**config.mk**
```make
export PLATFORM = sky130hd
export DESIGN_NAME = csv_record_tokenizer_unit
export DESIGN_NICKNAME = d
export VERILOG_FILES = /design/src/design/csvtok_pkg.sv /design/src/design/csv_record_tokenizer_unit.sv /design/src/design/csvtok_step.sv /design/src/design/csvtok_outbuf.sv
export SDC_FILE = /design/constraint.sdc
export NUM_CORES = 1
export LEC_CHECK = 0
export BUFFER_PORTS_ARGS = -buffer_cell sky130_fd_sc_hd__buf_2
export CORE_MARGIN = 1
export CORE_UTILIZATION = 40
export DETAILED_ROUTE_END_ITERATION = 12
export PLACE_DENSITY_LB_ADDON = 0.12
export SYNTH_ARGS = -nofsm -noshare
export SYNTH_HDL_FRONTEND = slang
export SYNTH_HIERARCHICAL = 1
export SYNTH_SLANG_ARGS = --single-unit
```
**constraint.sdc**
```tcl
create_clock -name i_clk -period 3.5 [get_ports i_clk]
set_clock_uncertainty 0.2 [all_clocks]
set_input_delay 0.35 -clock i_clk [delete_from_list [all_inputs] [get_ports i_clk]]
set_output_delay 0.35 -clock i_clk [all_outputs]
set_load 0.02 [all_outputs]
```
**src/design/csvtok_pkg.sv**
```systemverilog
// Shared types and constants for the CSV record tokenizer.
// Used by csvtok_step, csvtok_outbuf and csv_record_tokenizer_unit; depends on nothing.
`default_nettype none

package csvtok_pkg;

    localparam logic [15:0] CU_BOM   = 16'hFEFF;
    localparam logic [15:0] CU_QUOTE = 16'h0022;
    localparam logic [15:0] CU_COMMA = 16'h002C;
    localparam logic [15:0] CU_CR    = 16'h000D;
    localparam logic [15:0] CU_LF    = 16'h000A;

    localparam logic [1:0] KIND_CHAR = 2'd0;
    localparam logic [1:0] KIND_FEND = 2'd1;
    localparam logic [1:0] KIND_REND = 2'd2;

    localparam logic [1:0] QM_OUT  = 2'd0;
    localparam logic [1:0] QM_IN   = 2'd1;
    localparam logic [1:0] QM_PEND = 2'd2;

    typedef struct packed {
        logic [1:0]  kind;
        logic [15:0] ch;
        logic        hdr;
        logic        empty;
        logic        last;
    } t_event;

    typedef struct packed {
        t_event     ev0;
        t_event     ev1;
        logic [1:0] cnt;
    } t_result_pair;

    typedef struct packed {
        logic [1:0] qm;
        logic       fhc;
        logic       rhd;
        logic       ropen;
        logic       after_cr;
        logic       hseen;
        logic       at_first;
    } t_state;

    localparam t_state STATE_RESET = '{
        qm: QM_OUT, fhc: 1'b0, rhd: 1'b0, ropen: 1'b0,
        after_cr: 1'b0, hseen: 1'b0, at_first: 1'b1
    };

endpackage

`default_nettype wire

```
**src/design/csv_record_tokenizer_unit.sv**
```systemverilog
// Top level of the CSV record tokenizer: input register, tokenizer state and result buffer.
// Depends on csvtok_pkg, csvtok_step and csvtok_outbuf.
//
//   Channel   Direction  Payload
//   s_axis    in         tdata = code_unit, tlast = final_unit
//   m_axis    out        tdata = char_value, is_header, all_fields_empty;
//                        tuser = event_kind, tlast = run_last
//
// A code unit is taken into the input register and processed once the result buffer can
// take its events; an item with at most one event sustains one item per cycle while the
// output does not stall. An item with two events holds the buffer until both are sent.
// Reset is synchronous and active low and returns the tokenizer to the start of content.
// A stalled output, or an item with two events, holds the input register, and the input
// side stalls only then.
`default_nettype none

module csv_record_tokenizer_unit (
    input  logic        i_clk,
    input  logic        i_rst_n,
    input  logic        s_axis_tvalid,
    output logic        s_axis_tready,
    input  logic [15:0] s_axis_tdata,   // [15:0] code_unit
    input  logic        s_axis_tlast,   // final_unit
    output logic        m_axis_tvalid,
    input  logic        m_axis_tready,
    output logic [23:0] m_axis_tdata,   // [15:0] char_value, [16] is_header,
                                        // [17] all_fields_empty, [23:18] zero
    output logic [1:0]  m_axis_tuser,   // [1:0] event_kind
    output logic        m_axis_tlast    // run_last
);
    import csvtok_pkg::*;

    logic         r_in_valid;
    logic [15:0]  r_code;
    logic         r_final;
    t_state       r_state;
    t_state       n_state;
    t_result_pair step_res;
    logic         can_load;
    logic         fire;

    assign fire          = r_in_valid && can_load;
    assign s_axis_tready = !r_in_valid || fire;

    always_ff @(posedge i_clk) begin
        if (s_axis_tvalid && s_axis_tready) begin
            r_code  <= s_axis_tdata;
            r_final <= s_axis_tlast;
        end
        if (!i_rst_n) begin
            r_in_valid <= 1'b0;
            r_state    <= STATE_RESET;
        end else begin
            if (s_axis_tready) begin
                r_in_valid <= s_axis_tvalid;
            end
            if (fire) begin
                r_state <= n_state;
            end
        end
    end

    csvtok_step u_step (
        .i_state (r_state),
        .i_code  (r_code),
        .i_final (r_final),
        .o_state (n_state),
        .o_res   (step_res)
    );

    csvtok_outbuf u_outbuf (
        .i_clk         (i_clk),
        .i_rst_n       (i_rst_n),
        .i_load        (fire),
        .i_res         (step_res),
        .o_can_load    (can_load),
        .m_axis_tvalid (m_axis_tvalid),
        .m_axis_tready (m_axis_tready),
        .m_axis_tdata  (m_axis_tdata),
        .m_axis_tuser  (m_axis_tuser),
        .m_axis_tlast  (m_axis_tlast)
    );

endmodule

`default_nettype wire

```
**src/design/csvtok_step.sv**
```systemverilog
// Combinational tokenizer step: next state and up to two events for one code unit.
// Depends on csvtok_pkg.
`default_nettype none

module csvtok_step (
    input  csvtok_pkg::t_state       i_state,
    input  logic [15:0]              i_code,
    input  logic                     i_final,
    output csvtok_pkg::t_state       o_state,
    output csvtok_pkg::t_result_pair o_res
);
    import csvtok_pkg::*;

    t_state s;
    t_event ev_a;
    t_event ev_b;
    logic   a_vld;
    logic   b_vld;
    logic   proc;
    logic   outside;

    always_comb begin
        s       = i_state;
        ev_a    = '0;
        ev_b    = '0;
        a_vld   = 1'b0;
        b_vld   = 1'b0;
        proc    = 1'b0;
        outside = 1'b0;
        o_res   = '0;

        s.at_first = 1'b0;
        if (!(i_state.at_first && i_code == CU_BOM)) begin
            if (s.after_cr) begin
                s.after_cr = 1'b0;
                proc       = (i_code != CU_LF);
            end else begin
                proc = 1'b1;
            end
        end

        if (proc) begin
            if (s.qm == QM_PEND) begin
                if (i_code == CU_QUOTE) begin
                    a_vld    = 1'b1;
                    ev_a.kind = KIND_CHAR;
                    ev_a.ch  = CU_QUOTE;
                    ev_a.hdr = !s.hseen;
                    s.fhc    = 1'b1;
                    s.qm     = QM_IN;
                end else begin
                    s.qm    = QM_OUT;
                    outside = 1'b1;
                end
            end else if (s.qm != QM_OUT) begin
                if (i_code == CU_QUOTE) begin
                    s.qm = QM_PEND;
                end else begin
                    a_vld     = 1'b1;
                    ev_a.kind = KIND_CHAR;
                    ev_a.ch   = i_code;
                    ev_a.hdr  = !s.hseen;
                    s.fhc     = 1'b1;
                end
            end else begin
                outside = 1'b1;
            end
        end

        if (outside && !(!s.ropen && s.hseen && (i_code == CU_CR || i_code == CU_LF))) begin
            s.ropen = 1'b1;
            if (i_code == CU_QUOTE && !s.fhc) begin
                s.qm = QM_IN;
            end else if (i_code == CU_COMMA) begin
                a_vld     = 1'b1;
                ev_a.kind = KIND_FEND;
                ev_a.hdr  = !s.hseen;
                s.rhd     = s.rhd | s.fhc;
                s.fhc     = 1'b0;
            end else if (i_code == CU_CR || i_code == CU_LF) begin
                a_vld      = 1'b1;
                ev_a.kind  = KIND_REND;
                ev_a.hdr   = !s.hseen;
                ev_a.empty = !(s.rhd | s.fhc);
                s.qm       = QM_OUT;
                s.fhc      = 1'b0;
                s.rhd      = 1'b0;
                s.ropen    = 1'b0;
                s.hseen    = 1'b1;
                if (i_code == CU_CR) begin
                    s.after_cr = 1'b1;
                end
            end else begin
                a_vld     = 1'b1;
                ev_a.kind = KIND_CHAR;
                ev_a.ch   = i_code;
                ev_a.hdr  = !s.hseen;
                s.fhc     = 1'b1;
            end
        end

        if (i_final) begin
            if (s.ropen || !s.hseen) begin
                b_vld      = 1'b1;
                ev_b.kind  = KIND_REND;
                ev_b.hdr   = !s.hseen;
                ev_b.empty = !(s.rhd | s.fhc);
            end
            s = STATE_RESET;
        end

        if (a_vld) begin
            o_res.ev0      = ev_a;
            o_res.ev0.last = !b_vld;
            o_res.ev1      = ev_b;
            o_res.ev1.last = 1'b1;
            o_res.cnt      = b_vld ? 2'd2 : 2'd1;
        end else if (b_vld) begin
            o_res.ev0      = ev_b;
            o_res.ev0.last = 1'b1;
            o_res.cnt      = 2'd1;
        end

        o_state = s;
    end

endmodule

`default_nettype wire

```
**src/design/csvtok_outbuf.sv**
```systemverilog
// Two-entry result buffer that holds the events of one item and drives the output stream.
// Depends on csvtok_pkg.
`default_nettype none

module csvtok_outbuf (
    input  logic                     i_clk,
    input  logic                     i_rst_n,
    input  logic                     i_load,
    input  csvtok_pkg::t_result_pair i_res,
    output logic                     o_can_load,
    output logic                     m_axis_tvalid,
    input  logic                     m_axis_tready,
    output logic [23:0]              m_axis_tdata,  // [15:0] char_value, [16] is_header,
                                                    // [17] all_fields_empty, [23:18] zero
    output logic [1:0]               m_axis_tuser,  // [1:0] event_kind
    output logic                     m_axis_tlast   // run_last
);
    import csvtok_pkg::*;

    t_event     r_ev0;
    t_event     r_ev1;
    logic [1:0] r_cnt;
    t_event     n_ev0;
    t_event     n_ev1;
    logic [1:0] n_cnt;
    logic       pop;

    assign pop        = m_axis_tvalid && m_axis_tready;
    assign o_can_load = (r_cnt == 2'd0) || (r_cnt == 2'd1 && pop);

    always_comb begin
        n_ev0 = r_ev0;
        n_ev1 = r_ev1;
        n_cnt = r_cnt;
        if (i_load) begin
            n_ev0 = i_res.ev0;
            n_ev1 = i_res.ev1;
            n_cnt = i_res.cnt;
        end else if (pop) begin
            n_ev0 = r_ev1;
            n_cnt = r_cnt - 2'd1;
        end
    end

    always_ff @(posedge i_clk) begin
        r_ev0 <= n_ev0;
        r_ev1 <= n_ev1;
        if (!i_rst_n) begin
            r_cnt <= 2'd0;
        end else begin
            r_cnt <= n_cnt;
        end
    end

    assign m_axis_tvalid = (r_cnt != 2'd0);
    assign m_axis_tdata  = {6'd0, r_ev0.empty, r_ev0.hdr, r_ev0.ch};
    assign m_axis_tuser  = r_ev0.kind;
    assign m_axis_tlast  = r_ev0.last;

endmodule

`default_nettype wire

```
Word level (Yosys, flattened, before mapping)
Index checks and enable logic that the tools add are counted.
Word-level totals
  register bits: 70
  word-level logic and storage cells: 118
Operators by class
  add/subtract/negate cells: 1
  mux-type cells: 60
  reductions and logical operators: 26
  bitwise gates (word level): 2
  equality and inequality tests: 8
Operator list (count)
  2-to-1 mux 21 bit: 4
  2-to-1 mux 19 bit: 3
  2-to-1 mux 20 bit: 2
  == test 16 x 4 -> 1 bit, second input constant: 2
  == test 16 x 6 -> 1 bit, second input constant: 2
  2-to-1 mux 16 bit: 2
  2-to-1 mux 2 bit: 15
  2-to-1 mux 1 bit: 24
  2-to-1 mux 17 bit: 1
  == test 16 bit, second input constant: 1
  inequality test 16 x 4 -> 1 bit, second input constant: 1
  2-to-1 mux 7 bit: 2
  2-to-1 mux 3 bit: 4
  logical AND 1 bit: 9
  zero test 1 bit: 9
  2-to-1 mux 8 bit: 1
  nonzero test 2 bit: 3
  2-to-1 mux 5 bit: 1
  logical OR 1 bit: 4
  2-to-1 mux 4 bit: 1
  == test 2 x 1 -> 1 bit, second input constant: 1
  == test 2 bit, second input constant: 1
  zero test 2 bit: 1
  OR 1 bit: 2
  subtractor 2 x 1 -> 2 bit, second input constant: 1

Logic depth before layout (Yosys ltp)
  depth in word-level cells: 16
  depth in mapped cells: 11
  depth with buffers taken out: 9

Hierarchy
The synthesis kept the hierarchy.
Modules (own cells, without submodules)
  csvtok_outbuf: instances 1, seq. area each 1301.2 um^2, area each 1811.7 um^2, cells each 92
  csv_record_tokenizer_unit: instances 1, seq. area each 690.7 um^2, area each 925.9 um^2, cells each 60
  csvtok_step: instances 1, seq. area each 0.0 um^2, area each 909.6 um^2, cells each 118

Worst setup path after synthesis
No wires, ideal clock.
  path type: reg-to-reg
  from: reg r_code[2]
  to: reg u_outbuf.r_ev0, in the netlist u_outbuf/m_axis_tlast, data pin
  cell stages (with the launch flop): 10
  path slack: 0.478 ns
  clock period less this slack: 3.022 ns
  path buffers: 2
  arrival time: 2.562 ns
  cell sequence: edfxtp_1 nand2b_2 or3b_1 or4_1 a21oi_2 or2_4 buf_6 ha_1 buf_4 mux2_4
RTL lines
  from (decl): line csv_record_tokenizer_unit.sv:34  | logic [15:0] r_code;
  from (signal assigned): line csv_record_tokenizer_unit.sv:47  | r_code <= s_axis_tdata;
  to (signal assigned): line csvtok_outbuf.sv:46  | r_ev0 <= n_ev0;
  to (decl): line csvtok_outbuf.sv:20  | t_event r_ev0;

==> load_flow_metrics.sql <==
INSERT INTO impl_metrics (metric_group, metric, value, unit) VALUES
('detailed_routing', 'routed_wirelength', '6690', 'um'),
('cts', 'tritoncts', 'yes', ''),
('setup_path', 'crit_path_max_fanout', '16', ''),
('yosys', 'synth_flop_cell', 'sky130_fd_sc_hd__edfxtp_1', ''),
('place', 'place_area', '0.00378', 'mm2'),
('detailed_routing', 'drt_iter0_drc', '97', ''),
('final_layout', 'n_antenna_cell', '0', ''),
('yosys', 'synth-seq-area-share', '54.6', '%'),
('final_layout', 'layout.cell_area.non_filler', '0.00412', 'mm2'),
('final_layout', 'multi_input_area', '0.00136', 'mm2'),
('cts', 'cts.htree.levels', '3', ''),
('sta', 'fmax', '327', 'MHz'),
('setup_path', 'critPathCaptureType', 'flip-flop', ''),
('final_layout', 'final_layout_size_suffix_gt1_share', '34.7', '%'),
('cts', 'cts.path.max_buffers', '2', ''),
('setup_path', 'cp_slowest_stage_delay', '0.56', 'ns'),
('final_layout', 'fin_nets', '351', ''),
('die', 'fp.dieArea', '0.00950', 'mm2'),
('die', 'die_width', '97.5', 'um'),
('cts', 'worst_skew_pair.late_latency', '0.35', 'ns'),
('yosys', 'yosys_reg_bits', '70', ''),
('detailed_routing', 'met2RoutedLength', '3060', 'um'),
('sta', 'timing.final.crit_share', '87.5', '%'),
('place', 'hpwl', '4550', 'um'),
('cts', 'tritoncts.num_buffers', '9', ''),
('sta', 'final_max_slew_viol_count', '0', ''),
('detailed_routing', 'drcViolationCount', '0', ''),
('detailed_routing', 'routed_metal_1_wirelength', '3360', 'um'),
('detailed_routing', 'wl_met3', '199', 'um'),
('grt', 'maximum_number_of_pins_on_one_net_before_global_route_repair', '36', ''),
('final_layout', 'finish.utilization', '47.0', '%'),
('detailed_routing', 'drt-wirelength-per-cell', '15.2', 'um'),
('yosys', 'synth_edf_count', '59', ''),
('sta', 'rsz0062_at_grt', 'false', ''),
('final_layout', 'n_fill_cell', '817', ''),
('detailed_routing', 'avgViaCountPerCell', '4.93', ''),
('place', 'gp_routability_congestion', '0.815', ''),
('setup_path', 'slowest_stage', 'sky130_fd_sc_hd__or4_1', ''),
('yosys', 'postSynth.asyncResetShare', '0', '%'),
('yosys', 'yosys_warnings', '6', ''),
('setup_path', 'crit_path_start_kind', 'flip-flop', ''),
('setup_path', 'timing.critical_path.cells', 'nor4_4 -> nand3_4 -> or4_1 -> a21oi_2 -> or2_4 -> ha_1 -> mux2_4', ''),
('grt', 'first_global_vias', '2124', ''),
('yosys', 'avg_inst_size_synth', '13.5', 'um2'),
('place', 'placement.io_buffers', '43', ''),
('grt', 'groute.usage.overall', '15.3', '%'),
('detailed_routing', 'ant_nets', '0', ''),
('die', 'fp.coreArea', '0.00876', 'mm2'),
('setup_path', 'arrival', '2.96', 'ns'),
('run', 'max_cap_viol_count', '0', ''),
('sta', 'tns', '0', 'ns'),
('worst_hold_path', 'min-delay-path-class', 'in -> reg', ''),
('sta', 'hold_viol_final', '0', ''),
('die', 'die_h', '97.5', 'um'),
('final_layout', 'mostFrequentLayoutCell', 'sky130_fd_sc_hd__edfxtp_1', ''),
('sta', 'slew-limit-headroom', '49.0', '%'),
('cts', 'cts.clk_slew.worst_paths', '0.08', 'ns'),
('yosys', 'post_synth_instance_area', '0.00365', 'mm2'),
('cts', 'number_of_sinks_on_the_clock_net', '70', ''),
('sta', 'final_critical_path_setup_slack', '0.439', 'ns'),
('detailed_routing', 'count_of_vias_placed_by_the_detailed_router', '2163', ''),
('status', 'outcome', 'complete, no violations', ''),
('final_layout', 'flip_flop_and_latch_area', '0.00199', 'mm2'),
('detailed_routing', 'highest_layer', 'met4', ''),
('power_and_ir_drop', 'power.leakage', '1.55', 'nW'),
('power_and_ir_drop', 'power.density', '518', 'mW/mm2'),
('place', 'preCtsSetupSlack', '0.437', 'ns'),
('detailed_routing', 'detailedRoute.firstPassIterationCount', '4', ''),
('grt', 'global_route_wire_length_before_repair', '11100', 'um'),
('setup_path', 'worst-setup-path-type', 'reg -> reg', ''),
('sta', 'final-setup-viol-count', '0', '');
## cells in the mapped netlist (all sizes together), types with 3 or more instances
cell     n  area [um2]
a21o     3        23.8
a21oi    6        33.8
and2    17         110
and3     4        26.3
buf     37         327
dfxtp   11         220
edfxtp  59        1770
ha       3        37.5
inv     10        37.5
mux2    21         304
nand2   13        48.8
nand2b   6        40.0
nand3    6        42.5
nand4    9        56.3
nor2     3        11.3
nor3     5        25.0
nor4     7        88.8
o21ai    9        71.3
o41ai    3        60.1
or2      3        21.3
or4      3        25.0
## state kept, by name, summed over array words and instances, names as in the netlist
name / count
r_code: 16
r_final: 1
r_in_valid: 1
r_state: 8
u_outbuf/m_axis_tdata: 18
u_outbuf/m_axis_tlast: 1
u_outbuf/m_axis_tuser: 2
u_outbuf/r_cnt: 2
u_outbuf/r_ev1: 21
## power by group
group / switching, mW / internal, mW / total, mW
sequential: 0.0525 / 1.05 / 1.10
clock: 0.318 / 0.251 / 0.570
combinational: 0.272 / 0.189 / 0.461
## metrics by stage
stage	hold WS (ns)	power [mW]	cells
floorplan	0.238	1.49	291
global placement	0.271	1.57	407
detailed placement	0.272	1.58	407
CTS	0.0328	2.16	439
global route	0.0869	2.25	439
finish	0.0542	2.13	439
## cell type report
type	count	share of cell area, %
Multi-Input combinational cell	172	33.1
Inverter	10	0.912
Timing Repair Buffer	64	10.4
Sequential cell	70	48.4
Clock buffer	9	3.01
Tap cell	108	3.28
Clock inverter	6	0.972
## critical path: cells and delay by family (launching register included)
kind                       cells  cell delay, ns
and+or+nand+nor                4            1.41
muxes                          1            0.26
DFF                            1            0.45
adders and majority gates      1            0.27
AOI/OAI and AO/OA              1            0.22
## routing by layer
| metal | vias up | track usage, % |
|---|---|---|
| li1 | 1071 | - |
| met1 | 1040 | 21.8 |
| met2 | 45 | 22.2 |
| met3 | 7 | 3.53 |
| met4 | 0 | 6.79 |
| met5 | - | 0 |
## final timing paths
kind / startpoint / end / slack (ns) / cells after the start
worst max-delay path: r_code[12]$_DFFE_PP_ / u_outbuf/m_axis_tlast$_DFFE_PP_ / 0.44 / 7
worst min-delay path: s_axis_tvalid / r_in_valid$_SDFFE_PN0P_ / 0.05 / 3
worst max register to register: r_code[12]$_DFFE_PP_ / u_outbuf/m_axis_tlast$_DFFE_PP_ / 0.44 / 7
worst min register to register: r_state[2]$_SDFFE_PN0P_ / r_state[2]$_SDFFE_PN0P_ / 0.29 / 2
## what timing repair did
item	in CTS	in global routing
setup buffers	0	0
hold buffers	17	0
gates resized for setup	0	0
hold endpoints to repair	17	0
## kinds of logic (layout without fill, tap and decap cells)
| family | Yosys count | after routing | share of synthesized area, % |
|---|---|---|---|
| XOR/XNOR | 1 | 1 | 0.240 |
| AO/OA/AOI/OAI | 36 | 36 | 9.06 |
| AND/OR/NAND/NOR | 88 | 88 | 16.3 |
| adder cells (fa/ha/maj) | 3 | 3 | 1.03 |
| other | 2 | 23 | 0.206 |
| multiplexers | 21 | 21 | 8.34 |
| buffers and inverters | 49 | 89 | 10.2 |
| flip-flops | 70 | 70 | 54.6 |
No activity file was read; power rests on OpenSTA's default activity.
